**config.mk**
```make
export PLATFORM = sky130hd
export DESIGN_NAME = pfci_cfg
export DESIGN_NICKNAME = d
export VERILOG_FILES = /design/src/hw/rtl/pfci_pkg.sv /design/src/hw/rtl/pfci_cfg.sv
export SDC_FILE = /design/constraint.sdc
export NUM_CORES = 1
export LEC_CHECK = 0
export BUFFER_PORTS_ARGS = -buffer_cell sky130_fd_sc_hd__buf_2
export CAP_MARGIN = 20
export CORE_ASPECT_RATIO = 0.75
export CORE_MARGIN = 2
export CORE_UTILIZATION = 30
export CTS_BUF_LIST = sky130_fd_sc_hd__clkbuf_4
export CTS_CLUSTER_SIZE = 30
export DETAILED_ROUTE_END_ITERATION = 10
export GPL_ROUTABILITY_DRIVEN = 0
export PLACE_DENSITY = 0.67
export SETUP_SLACK_MARGIN = 0.1
export SLEW_MARGIN = 20
export SYNTH_ARGS = -nofsm -noshare
export SYNTH_HDL_FRONTEND = slang
export SYNTH_SLANG_ARGS = --single-unit
```
**constraint.sdc**
```tcl
create_clock -name clk -period 1.8 [get_ports clk]
set_input_delay 0.18 -clock clk [delete_from_list [all_inputs] [get_ports clk]]
set_output_delay 0.18 -clock clk [all_outputs]
set_load 0.05 [all_outputs]
```
**src/hw/rtl/pfci_pkg.sv**
```systemverilog
// ----------------------------------------------------------------------------
// pfci_pkg: shared types and constants of the parallel flash command interface
// Beat payload structs, controller/datapath interface structs, command
// decode constants and configuration register map.
// ----------------------------------------------------------------------------
package pfci_pkg;

  // bus command codes of an input beat
  localparam logic [1:0] CMD_READ  = 2'd0;
  localparam logic [1:0] CMD_WRITE = 2'd1;
  localparam logic [1:0] CMD_TICK  = 2'd2;

  // command decode: low address bits and data bytes
  localparam int          CMD_ADDR_W    = 11;
  localparam logic [10:0] ADDR_UNLOCK_A = 11'h555;
  localparam logic [10:0] ADDR_UNLOCK_B = 11'h2AA;
  localparam logic [7:0]  DATA_UNLOCK_A = 8'hAA;
  localparam logic [7:0]  DATA_UNLOCK_B = 8'h55;
  localparam logic [7:0]  DATA_PROGRAM  = 8'hA0;
  localparam logic [7:0]  DATA_ERASE    = 8'h80;
  localparam logic [7:0]  DATA_CHIP_ERS = 8'h10;
  localparam logic [7:0]  DATA_RESET    = 8'hF0;

  // status byte bits
  localparam logic [7:0]  DQ7_MASK = 8'h80;
  localparam logic [7:0]  DQ6_MASK = 8'h40;
  localparam logic [7:0]  DQ5_MASK = 8'h20;
  localparam logic [7:0]  ERASED   = 8'hFF;

  // busy counter
  localparam int          CNT_W     = 24;
  localparam logic [23:0] COUNT_MAX = 24'hFFFFFF;

  // configuration port
  localparam int          CFG_ADDR_W = 3;
  localparam int          CFG_DATA_W = 32;
  localparam logic        REG_PROGRAM_TIME = 1'b0;
  localparam logic        REG_ERASE_TIME   = 1'b1;
  localparam logic [15:0] PROGRAM_TIME_RST = 16'd8;
  localparam logic [23:0] ERASE_TIME_RST   = 24'h010000;

  // input beat
  typedef struct packed {
    logic [1:0]  command;
    logic [15:0] address;
    logic [7:0]  write_data;
  } in_t;

  // result beat
  typedef struct packed {
    logic [7:0] read_data;
    logic       busy_res;
  } out_t;

  // configuration register values
  typedef struct packed {
    logic [15:0] program_time;
    logic [23:0] erase_time;
  } cfg_t;

  // source of the result byte
  typedef enum logic [1:0] {
    OSEL_ZERO,
    OSEL_STATUS,
    OSEL_ARRAY
  } out_sel_t;

  // controller -> datapath commands
  typedef struct packed {
    logic     clr_step;    // clearing pass: write erased byte at pointer
    logic     erase_step;  // erase walk: write erased byte at pointer if not done
    logic     ptr_clr;
    logic     arr_rd;      // read array at beat address
    logic     tgt_rd;      // read array at program target
    logic     tgt_wb;      // write back old AND target data
    logic     tgt_load;
    logic     cnt_clr;
    logic     cnt_inc;
    logic     status_rd;   // flip toggle bit
    logic     dq7_en;
    logic     dq5;
    logic     out_load;
    out_sel_t out_sel;
    logic     out_busy;
  } ctl_t;

  // datapath -> controller status
  typedef struct packed {
    logic ptr_last;       // pointer is full or one step from full
    logic prog_reached;   // incremented count meets program time
    logic erase_reached;  // incremented count meets erase time
    logic prog_fail;      // program would set a cleared bit
  } sts_t;

endpackage

```
**src/hw/rtl/pfci_cfg.sv**
```systemverilog
// ----------------------------------------------------------------------------
// pfci_cfg: configuration register file
// APB-style slave holding program and erase busy times, with read back.
// ----------------------------------------------------------------------------
module pfci_cfg (
  input  logic                               clk,
  input  logic                               rst_n,
  input  logic                               cfg_psel,
  input  logic                               cfg_penable,
  input  logic                               cfg_pwrite,
  input  logic [pfci_pkg::CFG_ADDR_W-1:0]    cfg_paddr,
  input  logic [pfci_pkg::CFG_DATA_W-1:0]    cfg_pwdata,
  output logic [pfci_pkg::CFG_DATA_W-1:0]    cfg_prdata,
  output logic                               cfg_pready,
  output pfci_pkg::cfg_t                     cfg
);
  import pfci_pkg::*;

  logic [15:0] program_time_r;
  logic [23:0] erase_time_r;
  logic        reg_idx;
  logic        wr_en;

  assign reg_idx    = cfg_paddr[2];
  assign wr_en      = cfg_psel && cfg_penable && cfg_pwrite;
  assign cfg_pready = 1'b1;

  // register write
  always_ff @(posedge clk) begin
    if (!rst_n) begin
      program_time_r <= PROGRAM_TIME_RST;
      erase_time_r   <= ERASE_TIME_RST;
    end else if (wr_en) begin
      case (reg_idx)
        REG_PROGRAM_TIME: program_time_r <= cfg_pwdata[15:0];
        REG_ERASE_TIME:   erase_time_r   <= cfg_pwdata[23:0];
        default: ;
      endcase
    end
  end

  // read back
  always_comb begin
    case (reg_idx)
      REG_PROGRAM_TIME: cfg_prdata = CFG_DATA_W'(program_time_r);
      REG_ERASE_TIME:   cfg_prdata = CFG_DATA_W'(erase_time_r);
      default:          cfg_prdata = '0;
    endcase
  end

  assign cfg.program_time = program_time_r;
  assign cfg.erase_time   = erase_time_r;

endmodule

```
Word level (Yosys, flattened, before mapping)
Cells that the tools add are included.
- output and inout bits: 73
- logic and storage cells: 8
- bits of input ports: 40
- bits in registers: 40
- bitwise gates (word level): 1
- muxes and demuxes: 1
- reduce and logical (&&, ||, !) cells: 4
- operator list (cell ; number):
    32-bit one-hot mux with 2 select lines ; 1
    2-bit AND reduction ; 2
    1-bit logical AND ; 2
    1-bit NOT ; 1

Longest topological paths before layout
- depth after elaboration: 3
- mapped depth: 5
- mapped depth without buffers: 2

Worst setup path after synthesis
OpenSTA, ideal clock, no wires.
- path kind: reg2out
- start: register erase_time_r[16]
- end: output port cfg_prdata[16] in the netlist's numbering
- setup slack: 0.492 ns
- arrival: 1.128 ns
- path buffers: 0
- stages on the path, launching flop included: 2
- data required time: 1.620 ns
- cell sequence: dfxtp_1 and2_1
- longest elaborated chain between the ends: 1
- RTL lines (what ; RTL line ; RTL):
    start, declared ; pfci_cfg.sv:20 ; logic [23:0] erase_time_r;
    start signal, assigned ; pfci_cfg.sv:36 ; REG_ERASE_TIME: erase_time_r <= cfg_pwdata[23:0];
    32-bit one-hot mux with 2 select lines ; pfci_cfg.sv:44 ; case (reg_idx)
    end, declared ; pfci_cfg.sv:13 ; output logic [pfci_pkg::CFG_DATA_W-1:0] cfg_prdata,
No other way between the ends. The select of a mux whose other input is x is not followed.

Worst setup path after layout
- start: input port cfg_paddr[2] in the netlist's numbering
- end: output port cfg_prdata[1] in the netlist's numbering
- longest elaborated chain between the ends: 2
- RTL lines (what ; RTL line ; RTL):
    start, declared ; pfci_cfg.sv:11 ; input logic [pfci_pkg::CFG_ADDR_W-1:0] cfg_paddr,
    1-bit NOT (no source line) ; -- ;
    32-bit one-hot mux with 2 select lines (*) ; pfci_cfg.sv:44 ;
Every way passes the cells marked *; elsewhere a longest branch is shown, timed or not. The select of a mux whose other input is x is not followed.

==> results.md <==
* Status: completed
* Port bufs at 93
* Setup ws final at 0.414 ns
* Clk pwr share at 31.9%
* Total gr overflow at 0
* Simple-gate portion of the synthesized area at 18.3%
* CTS buffer count at 5
* First-pass iteration count of the detailed router at 4
* Syn Inst Count at 198
* # diodes at 0
* I/O Pins at 113
* Final nets at 325
* Gr usage total at 11.8%
* Synth Cell Area at 0.00190 sq mm
* Initial DRC count at 19
* Worst Hold Class: in -> reg
* Comb power frac at 18.3%
* Fillers at 625
* Worst slew pin tran at 0.560 ns
* Synth top area share at 42.2%
* CTS Sinks at 40
* Most instantiated cells after synthesis: nand2_1 (61), dfxtp_1 (40), mux2i_1 (40), mux2_2 (16), buf_4 (10)
* Initial antenna violation count at 0
* Register bit count reported by yosys at 40
* Final setup vio count at 0
* Crit path cell chain: buf_2 -> buf_12 -> mux2_2 -> buf_2
* Fmax at 0.722 GHz
* Switching pwr at 537 uW
* Final Power at 1.84 mW
* Setup TNS Final at 0 ns
* Final instance area at 0.00246 sq mm
* Die W at 95.8 microns
* Vias in the first global route at 1401
* Crit start category: input pin
* Post-cts repair resize count at 0
* ANT nets after route at 0
* Ratio of final minimum period to clock period at 77.0%
* Cell accounting for the most synthesized area: dfxtp_1
* Pwr per Cell Area at 750 mW/mm^2
* Initial Util at 30.6%
* Count leader, synth: nand2_1
* CTS root buf: clkbuf_4
* Die ar. at 0.00698 sq mm
* Post-DP Area at 0.00238 sq mm
* Pre-CTS WS at 0.386 ns
* Post-synthesis mux area share at 30.6%
* Worst-skew pair later-pin latency at 0.32 ns
* Internal power at 1.30 mW
* DR DRC count at 0
* Layout Skew at 0 ns
* Post-synthesis adder-cell area fraction at 0%
* CP dominant cell by count: buf_2
* Synth warnings at 0
* Share of power burned in registers at 49.8%
* Via count at 1602
* Reg-to-reg slack, setup at 1.16 ns
* Endpoint class of the critical path: primary output
* Slowest cell on the critical path: mux2_2
* Die H at 72.8 microns
* Compound-Gate Fraction of Synth Area at 0%
* Top post-synthesis cells by area: dfxtp_1 (42%), mux2i_1 (21%), nand2_1 (12%), mux2_2 (9.5%), buf_4 (4.0%)
* Area grow syn2layout at 29.6%
* Unrepaired setup endpoints after global routing: no
* Async SR Flop Fraction at 0%
* Register area at 801 sq um
* Synth Area in XOR/XNOR at 0%
* Multi-input logic area at 961 sq um
* Seq/Total Area, Yosys at 42.2%
* Max H-tree Level at 2
* Wire per inst at 11.4 microns
* Largest family of logic cells by synthesized area: multiplexers
* CTS tree: built
* Max Cap Violations at 0
* Vias per std cell at 4.37
* Fraction of layout instances using a drive strength above 1 at 42.7%
* Primary FF master, synth: dfxtp_1
* Clk slew on worst S/H paths at 0.11 ns
* EDFF count, synth at 0
* Final Hold Vio Count at 0
* Rel. slew slack at 62.4%
* Switching fraction of total power at 29.1%
* Core area at 0.00619 sq mm
* Final WL at 4200 microns
* Yosys cell types at 16
* Clock Tree Buf Depth at 2
* Crit path DAT at 1.21 ns
* Final Util at 39.7%
* DP Wirelength at 3130 microns
* Slew Viols, Final at 0
* Crit-path max FO at 16
* Post-CTS setup buffers at 0
* Largest net degree at the start of global routing at 66
* # hold bufs at CTS at 0
* Worst EP required at 1.62 ns
* Max incr delay on CP at 0.33 ns
* Leak pwr at 1.29 nW
* Avg Cell Area, Syn at 9.57 sq um
* VDD IR max at 0.000361 V
* Minimum clock period at 1.39 ns
* CP Class: in -> out
* First-pass GRT wire length at 6490 microns
* Cell row count at 25
[flip-flops by register name (all words and copies together) (netlist names)]
| signal | count |
|---|---|
| program_time_r | 16 |
| erase_time_r | 24 |
[metal layers]
metal / GRT usage, % / vias to the layer above / share of wire, %
met3: 2.89 / 2 / 6.3
met5: 0 / - / 0
met4: 3.81 / 0 / 0.64
met2: 19.8 / 53 / 48
met1: 15.0 / 737 / 45
li1: - / 810 / -
[final timing paths]
| kind | start | end | depth (start not counted) |
|---|---|---|---|
| max reg2reg | program_time_r[12] | program_time_r[12] | 2 |
| max | cfg_paddr[2] | cfg_prdata[1] | 4 |
| min | cfg_pwdata[17] | erase_time_r[17] | 3 |
| min reg2reg | erase_time_r[19] | erase_time_r[19] | 2 |
[cell families after synthesis]
group | count (synthesis)
simple gates | 77
buf+inv | 23
flops | 40
other cells | 2
mux | 56
[layout by cell type (no fill, tap or decap), drive strengths merged]
master,netlist,final
clkbuf,6,6
mux2i,40,40
and2,8,8
dfxtp,40,40
nand2,61,61
mux2,16,16
clkinv,0,1
nand4b,1,1
buf,17,96
conb,2,9
nand4,1,1
and4b,1,1
and4,1,1
nor2b,4,4
bufinv,0,1
[worst max-delay path, delay by kind of cell]
family,cells,cell delay [ns]
buffers and inverters,3,0.69
multiplexers,1,0.33
[layout make-up]
type / count / share of cell area (%)
multi-input combinational: 142 / 39.1
sequential: 40 / 32.6
timing repair buffer: 96 / 20.9
tap: 81 / 4.13
clock buffer: 6 / 1.83
clock inverter: 2 / 1.43
[through the flow]
stage / hold WS, ns / cells
2_1_floorplan: 0.322 / 205
3_3_place_gp: 0.430 / 359
3_5_place_dp: 0.439 / 359
4_1_cts: 0.0554 / 367
5_1_grt: 0.0756 / 367
6_report: 0.0897 / 367
[power groups by stage]
stage | logic, mW | clock network, mW | registers, mW
finish | 0.336 | 0.588 | 0.918
global route | 0.358 | 0.656 | 0.921
CTS | 0.339 | 0.625 | 0.918
detailed placement | 0.339 | 0 | 0.938
global placement | 0.335 | 0 | 0.937
floorplan | 0.204 | 0 | 1.00
(Power assumes the default switching activity.)
