==> config.mk <==
export PLATFORM = sky130hd
export DESIGN_NAME = pfci_ctrl
export DESIGN_NICKNAME = d
export VERILOG_FILES = /design/src/hw/rtl/pfci_pkg.sv /design/src/hw/rtl/pfci_ctrl.sv
export SDC_FILE = /design/constraint.sdc
export NUM_CORES = 1
export LEC_CHECK = 0
export BUFFER_PORTS_ARGS = -buffer_cell sky130_fd_sc_hd__buf_2
export CORE_AREA = 10 10 67 69
export DETAILED_ROUTE_END_ITERATION = 16
export DIE_AREA = 0 0 77 79
export PLACE_DENSITY_LB_ADDON = 0.15
export SYNTH_ARGS = -nofsm -noshare
export SYNTH_HDL_FRONTEND = slang
export SYNTH_SLANG_ARGS = --single-unit
==> constraint.sdc <==
create_clock -name clk -period 6.5 [get_ports clk]
set_clock_uncertainty 0.2 [all_clocks]
set_input_delay 0.975 -clock clk [delete_from_list [all_inputs] [get_ports clk]]
set_output_delay 0.975 -clock clk [all_outputs]
set_load 0.005 [all_outputs]
==> src/hw/rtl/pfci_pkg.sv <==
// ----------------------------------------------------------------------------
// pfci_pkg: shared types and constants of the parallel flash command interface
// Beat payload structs, controller/datapath interface structs, command
// decode constants and configuration register map.
// ----------------------------------------------------------------------------
package pfci_pkg;

  // bus command codes of an input beat
  localparam logic [1:0] CMD_READ  = 2'd0;
  localparam logic [1:0] CMD_WRITE = 2'd1;
  localparam logic [1:0] CMD_TICK  = 2'd2;

  // command decode: low address bits and data bytes
  localparam int          CMD_ADDR_W    = 11;
  localparam logic [10:0] ADDR_UNLOCK_A = 11'h555;
  localparam logic [10:0] ADDR_UNLOCK_B = 11'h2AA;
  localparam logic [7:0]  DATA_UNLOCK_A = 8'hAA;
  localparam logic [7:0]  DATA_UNLOCK_B = 8'h55;
  localparam logic [7:0]  DATA_PROGRAM  = 8'hA0;
  localparam logic [7:0]  DATA_ERASE    = 8'h80;
  localparam logic [7:0]  DATA_CHIP_ERS = 8'h10;
  localparam logic [7:0]  DATA_RESET    = 8'hF0;

  // status byte bits
  localparam logic [7:0]  DQ7_MASK = 8'h80;
  localparam logic [7:0]  DQ6_MASK = 8'h40;
  localparam logic [7:0]  DQ5_MASK = 8'h20;
  localparam logic [7:0]  ERASED   = 8'hFF;

  // busy counter
  localparam int          CNT_W     = 24;
  localparam logic [23:0] COUNT_MAX = 24'hFFFFFF;

  // configuration port
  localparam int          CFG_ADDR_W = 3;
  localparam int          CFG_DATA_W = 32;
  localparam logic        REG_PROGRAM_TIME = 1'b0;
  localparam logic        REG_ERASE_TIME   = 1'b1;
  localparam logic [15:0] PROGRAM_TIME_RST = 16'd8;
  localparam logic [23:0] ERASE_TIME_RST   = 24'h010000;

  // input beat
  typedef struct packed {
    logic [1:0]  command;
    logic [15:0] address;
    logic [7:0]  write_data;
  } in_t;

  // result beat
  typedef struct packed {
    logic [7:0] read_data;
    logic       busy_res;
  } out_t;

  // configuration register values
  typedef struct packed {
    logic [15:0] program_time;
    logic [23:0] erase_time;
  } cfg_t;

  // source of the result byte
  typedef enum logic [1:0] {
    OSEL_ZERO,
    OSEL_STATUS,
    OSEL_ARRAY
  } out_sel_t;

  // controller -> datapath commands
  typedef struct packed {
    logic     clr_step;    // clearing pass: write erased byte at pointer
    logic     erase_step;  // erase walk: write erased byte at pointer if not done
    logic     ptr_clr;
    logic     arr_rd;      // read array at beat address
    logic     tgt_rd;      // read array at program target
    logic     tgt_wb;      // write back old AND target data
    logic     tgt_load;
    logic     cnt_clr;
    logic     cnt_inc;
    logic     status_rd;   // flip toggle bit
    logic     dq7_en;
    logic     dq5;
    logic     out_load;
    out_sel_t out_sel;
    logic     out_busy;
  } ctl_t;

  // datapath -> controller status
  typedef struct packed {
    logic ptr_last;       // pointer is full or one step from full
    logic prog_reached;   // incremented count meets program time
    logic erase_reached;  // incremented count meets erase time
    logic prog_fail;      // program would set a cleared bit
  } sts_t;

endpackage

==> src/hw/rtl/pfci_ctrl.sv <==
// ----------------------------------------------------------------------------
// pfci_ctrl: controller
// Holds the flash command sequencer and the beat flow state machine, and
// issues commands to the datapath.
// ----------------------------------------------------------------------------
module pfci_ctrl (
  input  logic           clk,
  input  logic           rst_n,
  input  logic           in_valid,
  output logic           in_ready,
  input  pfci_pkg::in_t  in_data,
  output logic           out_valid,
  input  logic           out_ready,
  input  pfci_pkg::sts_t sts,
  output pfci_pkg::ctl_t ctl
);
  import pfci_pkg::*;

  // command sequence stage
  typedef enum logic [9:0] {
    ST_READ  = 10'b0000000001,
    ST_U1    = 10'b0000000010,
    ST_U2    = 10'b0000000100,
    ST_ARMED = 10'b0000001000,
    ST_E1    = 10'b0000010000,
    ST_E2    = 10'b0000100000,
    ST_E3    = 10'b0001000000,
    ST_PROG  = 10'b0010000000,
    ST_ERASE = 10'b0100000000,
    ST_FAIL  = 10'b1000000000
  } stage_t;

  // beat flow
  typedef enum logic [3:0] {
    F_CLEAR   = 4'b0001,
    F_IDLE    = 4'b0010,
    F_ARRAY_RD = 4'b0100,
    F_PROG_WB = 4'b1000
  } flow_t;

  stage_t      stage_r, stage_nxt;
  flow_t       flow_r, flow_nxt;
  logic        out_valid_r, out_valid_nxt;
  logic        in_fire;
  logic        busy;
  logic [10:0] ca;
  logic [7:0]  wd;
  logic        hit_a, hit_b;

  function automatic logic stage_busy(input stage_t s);
    return (s == ST_PROG) || (s == ST_ERASE) || (s == ST_FAIL);
  endfunction

  assign busy      = stage_busy(stage_r);
  assign ca        = in_data.address[CMD_ADDR_W-1:0];
  assign wd        = in_data.write_data;
  assign hit_a     = (ca == ADDR_UNLOCK_A);
  assign hit_b     = (ca == ADDR_UNLOCK_B);
  assign in_ready  = (flow_r == F_IDLE) && (!out_valid_r || out_ready);
  assign in_fire   = in_valid && in_ready;
  assign out_valid = out_valid_r;

  // next state and datapath commands
  always_comb begin
    stage_nxt     = stage_r;
    flow_nxt      = flow_r;
    ctl           = '0;
    ctl.out_sel   = OSEL_ZERO;
    out_valid_nxt = out_valid_r && !out_ready;

    case (flow_r)
      F_CLEAR: begin
        ctl.clr_step = 1'b1;
        if (sts.ptr_last) begin
          flow_nxt = F_IDLE;
        end
      end

      F_IDLE: begin
        if (in_fire) begin
          case (in_data.command)
            CMD_READ: begin
              if (busy) begin
                // data polling status
                ctl.status_rd = 1'b1;
                ctl.dq7_en    = (stage_r != ST_ERASE);
                ctl.dq5       = (stage_r == ST_FAIL);
                ctl.out_load  = 1'b1;
                ctl.out_sel   = OSEL_STATUS;
                ctl.out_busy  = 1'b1;
              end else begin
                ctl.arr_rd = 1'b1;
                flow_nxt   = F_ARRAY_RD;
              end
            end

            CMD_WRITE: begin
              if (busy) begin
                if (stage_r == ST_FAIL && wd == DATA_RESET) begin
                  stage_nxt = ST_READ;
                end
              end else if (stage_r == ST_ARMED) begin
                ctl.tgt_load = 1'b1;
                ctl.cnt_clr  = 1'b1;
                stage_nxt    = ST_PROG;
              end else if (wd == DATA_RESET) begin
                stage_nxt = ST_READ;
              end else begin
                case (stage_r)
                  ST_READ: stage_nxt = (hit_a && wd == DATA_UNLOCK_A) ? ST_U1 : ST_READ;
                  ST_U1:   stage_nxt = (hit_b && wd == DATA_UNLOCK_B) ? ST_U2 : ST_READ;
                  ST_U2: begin
                    if (hit_a && wd == DATA_PROGRAM) begin
                      stage_nxt = ST_ARMED;
                    end else if (hit_a && wd == DATA_ERASE) begin
                      stage_nxt = ST_E1;
                    end else begin
                      stage_nxt = ST_READ;
                    end
                  end
                  ST_E1:   stage_nxt = (hit_a && wd == DATA_UNLOCK_A) ? ST_E2 : ST_READ;
                  ST_E2:   stage_nxt = (hit_b && wd == DATA_UNLOCK_B) ? ST_E3 : ST_READ;
                  ST_E3: begin
                    if (hit_a && wd == DATA_CHIP_ERS) begin
                      stage_nxt   = ST_ERASE;
                      ctl.cnt_clr = 1'b1;
                      ctl.ptr_clr = 1'b1;
                    end else begin
                      stage_nxt = ST_READ;
                    end
                  end
                  default: stage_nxt = ST_READ;
                endcase
              end
              ctl.out_load = 1'b1;
              ctl.out_busy = stage_busy(stage_nxt);
            end

            CMD_TICK: begin
              case (stage_r)
                ST_PROG: begin
                  ctl.cnt_inc = 1'b1;
                  if (sts.prog_reached) begin
                    // read old cell, write back next cycle
                    ctl.tgt_rd = 1'b1;
                    flow_nxt   = F_PROG_WB;
                  end else begin
                    ctl.out_load = 1'b1;
                    ctl.out_busy = 1'b1;
                  end
                end
                ST_ERASE: begin
                  ctl.cnt_inc    = 1'b1;
                  ctl.erase_step = 1'b1;
                  ctl.out_load   = 1'b1;
                  if (sts.ptr_last && sts.erase_reached) begin
                    stage_nxt    = ST_READ;
                    ctl.out_busy = 1'b0;
                  end else begin
                    ctl.out_busy = 1'b1;
                  end
                end
                default: begin
                  ctl.out_load = 1'b1;
                  ctl.out_busy = busy;
                end
              endcase
            end

            default: begin
              ctl.out_load = 1'b1;
              ctl.out_busy = busy;
            end
          endcase
        end
      end

      F_ARRAY_RD: begin
        ctl.out_load = 1'b1;
        ctl.out_sel  = OSEL_ARRAY;
        ctl.out_busy = 1'b0;
        flow_nxt     = F_IDLE;
      end

      F_PROG_WB: begin
        ctl.tgt_wb   = 1'b1;
        stage_nxt    = sts.prog_fail ? ST_FAIL : ST_READ;
        ctl.out_load = 1'b1;
        ctl.out_busy = sts.prog_fail;
        flow_nxt     = F_IDLE;
      end

      default: flow_nxt = F_IDLE;
    endcase

    if (ctl.out_load) begin
      out_valid_nxt = 1'b1;
    end
  end

  // state registers
  always_ff @(posedge clk) begin
    if (!rst_n) begin
      stage_r     <= ST_READ;
      flow_r      <= F_CLEAR;
      out_valid_r <= 1'b0;
    end else begin
      stage_r     <= stage_nxt;
      flow_r      <= flow_nxt;
      out_valid_r <= out_valid_nxt;
    end
  end

endmodule

Yosys cells after proc, flatten, opt, wreduce, memory -nomap -nowiden
Index checks and enable logic that the tools add are counted.
{ "classes": {"addsub": 0, "n_eq_ne": 37, "multipliers": 0, "n_lt_le_gt_ge": 0, "shifts": 0, "n_div": 0, "reduce_logical": 23, "bitwise_logic": 0, "mux": 66} }
{ "ops": {"columns": ["op", "n"], "rows": [
  ["2-to-1 mux 10 bit", 12],
  ["one-hot mux 10 bit (6 select lines)", 1],
  ["one-hot mux 10 bit (2 select lines)", 2],
  ["== test 8 bit, second input constant", 4],
  ["2-to-1 mux 4 bit", 7],
  ["2-to-1 mux 1 bit", 23],
  ["== test 10 bit, second input constant", 2],
  ["== test 10 x 8 -> 1 bit, second input constant", 2],
  ["== test 10 x 9 -> 1 bit, second input constant", 2],
  ["one-hot mux 4 bit (2 select lines)", 2],
  ["!= test 3 bit, second input constant", 5],
  ["2-to-1 mux 7 bit", 2],
  ["2-to-1 mux 6 bit", 2],
  ["== test 11 x 10 -> 1 bit, second input constant", 1],
  ["== test 11 bit, second input constant", 1],
  ["== test 10 x 1 -> 1 bit, second input constant", 1],
  ["== test 10 x 2 -> 1 bit, second input constant", 1],
  ["== test 10 x 3 -> 1 bit, second input constant", 1],
  ["== test 10 x 4 -> 1 bit, second input constant", 1],
  ["== test 10 x 5 -> 1 bit, second input constant", 1],
  ["== test 10 x 6 -> 1 bit, second input constant", 1],
  ["== test 10 x 7 -> 1 bit, second input constant", 1],
  ["logical AND 1 bit", 10],
  ["2-to-1 mux 5 bit", 2],
  ["other kinds (24)", 39]
]} }
{ "word_totals": {"output_inout_bits": 18, "ff_bits": 15, "ram_bits": 0, "memories": 0, "input_bits": 34, "mem_bits_ro": 0, "latch_bits": 0, "elab_cells": 129} }

Longest topological paths before layout
Gate-level depths: netlist of run 1.
{ "logic_depth": {"ltp_word": 18, "mapped_depth": 8, "mapped_depth_nobuf": 6} }

Worst setup path before layout of run 1
OpenSTA, ideal clock, no wires.
{ "synth_path": {"path_type": "input port to output port", "from": "input in_data[6] (netlist bit)", "to": "output ctl[0] (netlist bit)", "t_required_ns": 5.325, "arrival_time_ns": 2.079, "path_buffers": 0, "stages": 5, "slack_ns": 3.246, "cell_sequence": "nor4b_2 > nand2_1 > or4_4 > nand4_1 > a21o_1"} }
{ "synth_lines": {"columns": ["item", "line", "source"], "rows": [
  ["from (decl)", "pfci_ctrl.sv:11", "input pfci_pkg::in_t in_data,"],
  ["to (decl)", "pfci_ctrl.sv:15", "output pfci_pkg::ctl_t ctl"]
]} }

==> key figures, run 1 <==
Status
  – Run status: completed

Worst setup path
  – Largest stage delay on the critical path: ~0.48 ns
  – Type of origin of the critical path: input pin
  – Worst Path Max Fanout: 5
  – Most frequent CP cell: buf_2
  – Worst setup path class: input pin to output pin
  – Crit path cell chain: buf_2 > nor4b_1 > nand4_1 > nor4_1 > a21oi_1 > a21o_1 > buf_2
  – Critical path arrival: 2.56 ns
  – Critical path's top delay family: simple AND/OR/NAND/NOR gates
  – Slowest stage cell, crit path: nor4_1
  – CP Data Required Time: 5.32 ns
  – CP endpoint kind: output pin
  – Buf/Inv on CP: 2

Layout
  – Share of cells above drive strength 1: 0.267
  – Most frequent cells in the layout: buf_2 (46), nand2_1 (23), nor3_1 (16)
  – Most common cell after layout, fill and taps aside: buf_2
  – Nets: 260
  – Antenna Cells: 0
  – Layout fillers: 354
  – Area Growth Syn to Fin: 18.0%

Global routing
  – Largest net degree at the start of global routing: 14
  – GRT overflow: 0
  – First-pass GRT wire length: roughly 7.0 mm
  – Vias in the first global route: 1491
  – Tot GR Track Use: 0.134
  – Initial antenna violation count: 0

Pwr
  – Peak VDD IR: slightly above 40 uV
  – Clock power share: 0.298
  – Sw Ratio: 0.278
  – Int Pwr: 132 uW
  – Flop pwr share: 0.522
  – PD cells: 111 nW/um2
  – Combinational fraction of design power: 0.180
  – Leak: 0.000620 uW
  – Net load switching power: 50.9 uW

Place
  – Port Buffers: 46
  – Setup WS pre-CTS: 2.79 ns
  – Gpl congestion: 0.863
  – HPWL Detailed: approximately 3.3 mm

Synth
  – Yosys reg bits: 15
  – Yosys top cell area share: 0.214
  – Mapped Area: ~1400 um2
  – Synth cell types: 52
  – FFs w/ async S/R, synth: 0
  – Syn Inst Count: 187
  – Mapped Nets: 221
  – Syn_area_per_cell: between 7 and 8 um2
  – Post-synth EDFFs: 0
  – Main flop type after synthesis: dfxtp_1
  – Sequential share of the synthesized area: 0.214
  – Synth warn: 0
  – Synth top area cells: dfxtp_1 (21%), nand2_1 (6.2%), nor3_1 (5.7%)
  – Dominant cell type by area after synthesis: dfxtp_1

Drt
  – DRT antenna net count: 0
  – # DRC: 0
  – Vias: 1552
  – Drt total wl: 4.11 mm
  – Avg Vias per Cell: about 5.7
  – Initial DRC Count: 123
  – Drt wl/cell: 15.2 um
  – Total iterations of the first detailed-routing run: 4

Clocking
  – Cts repair resizes: 0
  – Buffer count from post-CTS setup fixing: 0
  – Total clock sinks: 15
  – Inserted Clock Buffers: 3
  – Reg clk slew, reported paths: 0.09 ns
  – CTS tree: done
  – # H-tree levels: 1
  – CTS Root Cell: clkbuf_4
  – Cts hold-fix bufs: 0
  – Clk_lat worst skew: 0.28 ns
  – Clock Tree Buf Depth: 2

Timing
  – Post-route minimum period: 3.74 ns
  – Post-Route Setup TNS: 0 ns
  – Unrepaired setup endpoints after global routing: no
  – Final Max Tran Viols: 0
  – Worst slew pin tran: roughly 0.90 ns
  – Hold Fails Final Rpt: 0
  – Worst Slack Setup Final: around 2.8 ns
  – Slew Limit Headroom: 0.400
  – # setup viols final: 0
  – Period utilization: 0.575
  – Highest clock rate: 267 MHz

Die
  – Total die area: 6080 um2
  – Die Ht: 79 um
  – Initial Utilization: 0.434
  – Die X-Extent: 77 um
  – Number of top-level pins: 52
  – CORE AREA: 3230 um2
  – Row cnt: 21

Min path
  – Worst Hold Class: register to register

Run
  – Max Cap Viol: 0
==> flip-flops by register name, summed over array words and instances, names as in the netlist <==
name / count
flow_r: 4
out_valid: 1
stage_r: 10
==> synthesized netlist by cell type (2+ instances only) <==
cell type   n
a21oi_1     4
o211ai_1    2
nand4_1     6
nand2b_1    3
buf_2       4
xnor2_1     2
clkbuf_1    6
o21a_1      4
nand2_1    23
xor2_1      3
nand4b_1    4
nor4b_1     4
or3_1       3
nand3b_1    4
a21boi_0    3
nor2_1     14
dfxtp_1    15
nor2b_1     3
and4b_1     2
nand3_1     6
nor3_1     16
a22oi_1     2
a21boi_1    2
nor4_1      7
and2_1      5
o22ai_1     3
nor4bb_1    2
or4_1       3
nor4b_2     2
o21ai_0     8
==> power by group through the flow <==
stage	clock network (uW)	registers [uW]	logic, uW
after CTS	55.6	95.5	33.0
final	54.6	95.6	32.9
after detailed placement	0	97.7	32.8
after floorplan	0	96.8	17.6
after global placement	0	97.7	33.1
after global routing	58.0	96.0	37.2
==> worst min-delay path: stages (launching register included) <==
cell	delay [ns]
dfxtp_1	0.36
nand2_1	0.07
a21boi_0	0.07
==> final timing paths <==
check,start,end,slack (ns),cells past startpoint
setup reg to reg,stage_r[0],stage_r[7],3.88,6
hold / removal,stage_r[6],stage_r[6],0.34,2
hold reg to reg,stage_r[6],stage_r[6],0.34,2
setup / recovery,in_data[0],ctl[0],2.76,7
==> kinds of logic after synthesis <==
group,synth area share
buf+inv,0.0464
simple gates,0.542
flops,0.214
compound gates,0.166
xor+xnor,0.0312
==> cell type report <==
cell class                 instances  area, um2  area share
timing repair buffer              46        230       0.139
clock buffer                       4       26.3      0.0159
tap                               46       57.6      0.0348
multi-input combinational        159       1040       0.627
sequential                        15        300       0.181
inverter                           1       3.75     0.00227
==> per-layer routing <==
| layer | part of all wire | wire length [um] | global-route usage |
|---|---|---|---|
| met1 | 0.45 | 1850 | 0.166 |
| met2 | 0.45 | 1870 | 0.212 |
| met3 | 0.082 | 337 | 0.0405 |
| met4 | 0.013 | 55 | 0.0529 |
| met5 | 0 | 0 | 0 |
==> stage by stage <==
stage	total power, uW	std cells	hold WS, ns	area, um2	utilization
finish	183	271	0.342	1660	0.512
global route	191	271	0.373	1660	0.512
CTS	184	271	0.345	1660	0.512
detailed placement	131	267	0.335	1630	0.504
global placement	131	267	0.323	1630	0.504
floorplan	114	187	0.281	1400	-
No activity file was read; power rests on OpenSTA's default activity.
==> inputs of run 2 (changes only) <==
- clock period: 6.5 -> 3.45 ns (I/O delays scaled with it)
==> run 2 against run 1 <==
  * Routed wire length grew 1.9%
  * Cell area is 0.68% higher
  * Register-to-register slack got worse by 2.9 ns
  * Non-clock buffer count grew 1
==> key figures, run 2 (synthesis gave the netlist of run 1 again) <==
Clocking
  – Total clock sinks: 15 (unchanged)
  – CTS tree: done
  – CTS Root Cell: clkbuf_4
  – Cts repair resizes: 0 (unchanged)
  – Clock Tree Buf Depth: 2 (unchanged)
  – Inserted Clock Buffers: 3 (unchanged)
  – Cts hold-fix bufs: 0 (unchanged)
  – Reg clk slew, reported paths: 0.11 ns (+0.02 ns)
  – Clk_lat worst skew: 0.29 ns (about the same)
  – Buffer count from post-CTS setup fixing: 0 (unchanged)
  – # H-tree levels: 1 (unchanged)

Timing
  – Hold Fails Final Rpt: 0 (unchanged)
  – Post-route minimum period: 3.10 ns
  – Final Max Tran Viols: 0 (unchanged)
  – Unrepaired setup endpoints after global routing: no
  – Slew Limit Headroom: 0.394 (-0.00642)
  – Worst slew pin tran: 0.910 ns (+0.00964 ns)
  – # setup viols final: 0 (unchanged)
  – Post-Route Setup TNS: 0 ns (unchanged)
  – Period utilization: 0.899
  – Highest clock rate: 323 MHz

Pwr
  – Sw Ratio: 0.297 (+0.0189)
  – Combinational fraction of design power: 0.179 (about the same)
  – Flop pwr share: 0.509 (-0.013)
  – PD cells: 212 nW/um2 (+92%)
  – Leak: 0.000623 uW (+0.52%)
  – Clock power share: 0.312 (+0.014)
  – Int Pwr: 249 uW (+88%)
  – Net load switching power: 105 uW (+110%)
  – Peak VDD IR: 106 uV (+160%)

Die
  – Row cnt: 21 (unchanged)
  – Total die area: 6080 um2 (unchanged)
  – Die Ht: 79 um (unchanged)
  – Die X-Extent: 77 um (unchanged)
  – Number of top-level pins: 52 (unchanged)
  – CORE AREA: 3230 um2 (unchanged)
  – Initial Utilization: 0.434 (unchanged)

Global routing
  – Vias in the first global route: 1474 (-1.1%)
  – Largest net degree at the start of global routing: 14 (unchanged)
  – GRT overflow: 0 (unchanged)
  – Tot GR Track Use: 0.132 (-0.00131)
  – First-pass GRT wire length: 6.92 mm (-0.99%)
  – Initial antenna violation count: 0 (unchanged)

Layout
  – Non-filler cells, final: 272 (+0.37%)
  – Antenna Cells: 0 (unchanged)
  – Nets: 261 (+0.38%)
  – Most common cell after layout, fill and taps aside: buf_2
  – Layout fillers: 342 (-3.4%)
  – Largest Register: stage_r
  – Most frequent cells in the layout: buf_2 (46), nand2_1 (23), nor3_1 (16)
  – Max FFs per register: 10 (unchanged)
  – Area Growth Syn to Fin: 18.8%
  – Final core utilization: 0.516 (+0.00348)
  – Share of cells above drive strength 1: 0.274 (+0.00767)

Worst setup path
  – RR Startpoint: stage_r[0]
  – Reg2reg setup slack: 1.00 ns (-2.88 ns)
  – Worst setup path class: register to output pin
  – CP Data Required Time: 2.73 ns (-2.59 ns)
  – Worst R2R End: stage_r[7]
  – CP endpoint kind: output pin
  – Type of origin of the critical path: register
  – Cells on worst reg2reg path: 6 (unchanged)
  – Worst Path Max Fanout: 12 (+7)
  – Critical path arrival: 2.38 ns (-0.18 ns)

Place
  – Gpl congestion: 0.856 (-0.76%)
  – HPWL Detailed: 3.34 mm (+1.2%)
  – Port Buffers: 46 (unchanged)
  – Dpl cells: 268 (+0.37%)

Min path
  – Worst Hold Class: input pin to register
  – Hold EP: flow_r[2]
  – WHS Path Cells: 2 (unchanged)
  – Hold_sp: in_data[25]

Drt
  – Drt total wl: 4.19 mm (+1.9%)
  – # DRC: 0 (unchanged)
  – Vias: 1564 (+0.77%)
  – Initial DRC Count: 82 (-33%)
  – Total iterations of the first detailed-routing run: 4 (unchanged)
  – Drt wl/cell: 15.4 um (+1.6%)
  – Avg Vias per Cell: 5.75 (+0.40%)
  – DRT antenna net count: 0 (unchanged)

Status
  – Run status: completed

Run
  – Max Cap Viol: 0 (unchanged)
-- run 2: changes by cell type in the layout (fill, tap and decap cells not counted), sizes merged --
cell      delta
buf          +1
clkbuf       -1
clkinvlp     +1
-- run 2: area by class of cell --
class	instances	area, um2	share of cell area
Multi-Input combinational cell	159	1040	0.622
Sequential cell	15	300	0.180
Timing Repair Buffer	47	238	0.143
Tap cell	46	57.6	0.0345
Clock buffer	3	22.5	0.0135
Clock inverter	1	7.51	0.00450
Inverter	1	3.75	0.00225
-- run 2: metrics by stage --
step / instance area, um2 / power [uW] / hold slack [ns] / setup slack [ns]
global route: 1670 / 367 / 0.247 / 0.169
floorplan: 1400 / 216 / 0.281 / 1.08
detailed placement: 1640 / 247 / 0.326 / 0.626
global placement: 1640 / 247 / 0.325 / 0.629
CTS: 1670 / 354 / 0.215 / 0.360
finish: 1670 / 354 / 0.212 / 0.349
-- run 2: critical path: stages (launching register included) --
cell and delay, ns:
dfxtp_1 0.58, or3b_2 0.57, o21a_1 0.21, nor2_1 0.26, o211ai_1 0.14, nand4_1 0.11, a21o_1 0.12, buf_2 0.11
-- run 2: worst max-delay path by stage --
stage / start / endpoint / slack [ns] / cells after the start
final: stage_r[9] / ctl[0] / 0.35 / 7
after global routing: stage_r[9] / ctl[0] / 0.17 / 6
after CTS: stage_r[9] / ctl[0] / 0.36 / 7
after detailed placement: in_data[0] / ctl[0] / 0.63 / 7
after global placement: in_data[0] / ctl[0] / 0.63 / 7
after floorplan: stage_r[3] / ctl[0] / 1.08 / 8
-- run 2: metal layers --
layer	vias to the layer above	part of all wire	global-route usage
met5	-	0	0
met4	0	0.012	0.0438
met3	4	0.067	0.0282
met2	60	0.45	0.218
met1	712	0.47	0.168
li1	788	-	-
-- run 2: power groups by stage --
stage,Sequential (uW),Clock (uW),Combinational [uW]
floorplan,182,0,33.2
global placement,184,0,62.8
detailed placement,184,0,62.9
CTS,180,111,63.0
global route,181,115,70.3
finish,180,111,63.3
==> inputs of run 3 (changes only) <==
- CAP_MARGIN: default -> 20
- CORE_AREA: 10 10 67 69 -> 2 2 59 61
- DIE_AREA: 0 0 77 79 -> 0 0 61 63
- MAX_ROUTING_LAYER: default -> met4
==> run 3 against run 2 <==
  * Sequential share of layout area about the same
  * Sequential power about the same
  * Non-clock buffer count unchanged
  * Cell area down 0.23%
  * Total power increased by 0.15%
  * Clock power about the same
  * Combinational power about the same
  * Hold slack got worse by 0.0057 ns
  * Critical path depth did not move
  * Cell count stayed put
  * Setup slack worse by 0.038 ns
  * Global-route usage is 8.8 points higher
  * Critical path type unchanged
  * Largest power group unchanged
  * Highest routed layer unchanged
==> key figures, run 3 (synthesis gave the netlist of run 1 again) <==
Layout
  – Max FFs per register: 10 (unchanged)
  – Multi-input gate area: 1040 um2 (unchanged)
  – Nets: 261 (unchanged)
  – Area Growth Syn to Fin: 18.6%
  – Cell area after layout: 1660 um2 (-0.23%)
  – Most common cell after layout, fill and taps aside: buf_2
  – Layout fillers: 339 (-0.88%)
  – Most frequent cells in the layout: buf_2 (46), nand2_1 (23), nor3_1 (16)
  – Register area: 300 um2 (unchanged)
  – Antenna Cells: 0 (unchanged)
  – Share of cells above drive strength 1: 0.270 (-0.00442)
  – Largest Register: stage_r

Clocking
  – Total clock sinks: 15 (unchanged)
  – Inserted Clock Buffers: 3 (unchanged)
  – CTS Root Cell: clkbuf_4
  – Cts repair resizes: 0 (unchanged)
  – Cts hold-fix bufs: 0 (unchanged)
  – Clock Tree Buf Depth: 2 (unchanged)
  – # H-tree levels: 1 (unchanged)
  – Clk_lat worst skew: 0.30 ns (about the same)
  – Reg clk slew, reported paths: 0.11 ns (about the same)
  – Buffer count from post-CTS setup fixing: 0 (unchanged)
  – CTS tree: done

Die
  – Die Ht: 63 um (-20%)
  – Number of top-level pins: 52 (unchanged)
  – Initial Utilization: 0.434 (unchanged)
  – Total die area: 3840 um2 (-37%)
  – Die X-Extent: 61 um (-21%)
  – Row cnt: 21 (unchanged)
  – CORE AREA: 3230 um2 (unchanged)

Global routing
  – Tot GR Track Use: 0.220 (+0.0879)
  – Met3 Usage GRT: 0.0145 (-0.0137)
  – Initial antenna violation count: 0 (unchanged)
  – GRT overflow: 0 (unchanged)
  – First-pass GRT wire length: 6.39 mm (-7.7%)
  – Vias in the first global route: 1414 (-4.1%)
  – Busiest grt layer: met2
  – Met1 GRT Util: 0.285 (+0.117)
  – GR Util met2: 0.352 (+0.135)
  – Largest net degree at the start of global routing: 14 (unchanged)

Pwr
  – Combinational fraction of design power: 0.178 (about the same)
  – PD cells: 213 nW/um2 (+0.38%)
  – Sw Ratio: 0.295 (-0.00168)
  – Peak VDD IR: 84.9 uV (-20%)
  – Clock power share: 0.315 (+0.003)
  – Int Pwr: 250 uW (+0.39%)
  – Leak: 0.000624 uW (+0.17%)
  – Net load switching power: 105 uW (-0.42%)
  – Flop pwr share: 0.508 (about the same)

Worst setup path
  – Type of origin of the critical path: register
  – CP Data Required Time: 2.73 ns (about the same)
  – Worst setup path class: register to output pin
  – CP endpoint kind: output pin
  – Critical path arrival: 2.42 ns (+0.04 ns)
  – Worst Path Max Fanout: 12 (unchanged)

Timing
  – Final Max Tran Viols: 0 (unchanged)
  – Hold Fails Final Rpt: 0 (unchanged)
  – Post-Route Setup TNS: 0 ns (unchanged)
  – Slew Limit Headroom: 0.369 (-0.0242)
  – Post-route minimum period: 3.14 ns (+0.0380 ns)
  – Worst slew pin tran: 0.946 ns (+0.0363 ns)
  – Unrepaired setup endpoints after global routing: no
  – Highest clock rate: 319 MHz (-1.2%)
  – # setup viols final: 0 (unchanged)
  – Period utilization: 0.910 (+0.0110)

Drt
  – DRT antenna net count: 0 (unchanged)
  – Total iterations of the first detailed-routing run: 4 (unchanged)
  – Vias: 1562 (-0.13%)
  – Avg Vias per Cell: 5.74 (-0.13%)
  – Drt wl/cell: 14.0 um (-9.0%)
  – # DRC: 0 (unchanged)
  – Initial DRC Count: 59 (-28%)
  – Drt total wl: 3.81 mm (-9.0%)

Place
  – HPWL Detailed: 2.96 mm (-11%)
  – Port Buffers: 46 (unchanged)
  – Placed Area: 1640 um2 (unchanged)
  – Gpl congestion: 0.855 (-0.18%)

Run
  – Max Cap Viol: 0 (unchanged)

Min path
  – Worst Hold Class: input pin to register

Status
  – Run status: completed
run 3: changes by cell type in the layout (fill, tap and decap cells not counted):
cell | before | now
clkinvlp_4 | 1 | 0
clkbuf_1 | 0 | 1
run 3: critical path, stage by stage, from the launching register on:
cell      delay [ns]
dfxtp_1         0.59
or3b_2          0.56
o21a_1          0.22
nor2_1          0.26
o211ai_1        0.14
nand4_1         0.12
a21o_1          0.12
buf_2           0.11
run 3: path summary, 6_finish.rpt:
| path | from | to | slack, ns | cells past startpoint |
|---|---|---|---|---|
| min reg2reg | stage_r[6] | stage_r[6] | 0.35 | 2 |
| min | in_data[25] | flow_r[2] | 0.21 | 2 |
| max reg2reg | stage_r[0] | stage_r[7] | 0.66 | 7 |
| max | stage_r[9] | ctl[0] | 0.31 | 7 |
run 3: routing by layer:
metal / vias to the layer above / share of wire
li1: 791 / -
met1: 717 / 0.44
met2: 49 / 0.49
met3: 5 / 0.048
met4: 0 / 0.017
met5: - / 0
run 3: power by group through the flow:
stage	registers (uW)	logic, uW	clock network (uW)
after floorplan	182	33.2	0
after global placement	184	62.8	0
after detailed placement	184	62.8	0
after CTS	180	63.0	113
after global routing	181	69.9	121
final	180	63.0	112
run 3: metrics by stage:
step	utilization	power, uW	cells	hold slack, ns	setup WS [ns]
2_1_floorplan	-	216	187	0.281	1.08
3_3_place_gp	0.506	247	268	0.319	0.672
3_5_place_dp	0.506	247	268	0.332	0.679
4_1_cts	0.515	356	272	0.209	0.338
5_1_grt	0.515	371	272	0.217	0.113
6_report	0.515	355	272	0.206	0.311
run 3: layout make-up:
cell class,instances,share of cell area
multi-input combinational,159,0.624
sequential,15,0.181
timing repair buffer,47,0.143
tap,46,0.0346
clock buffer,4,0.0158
inverter,1,0.00226
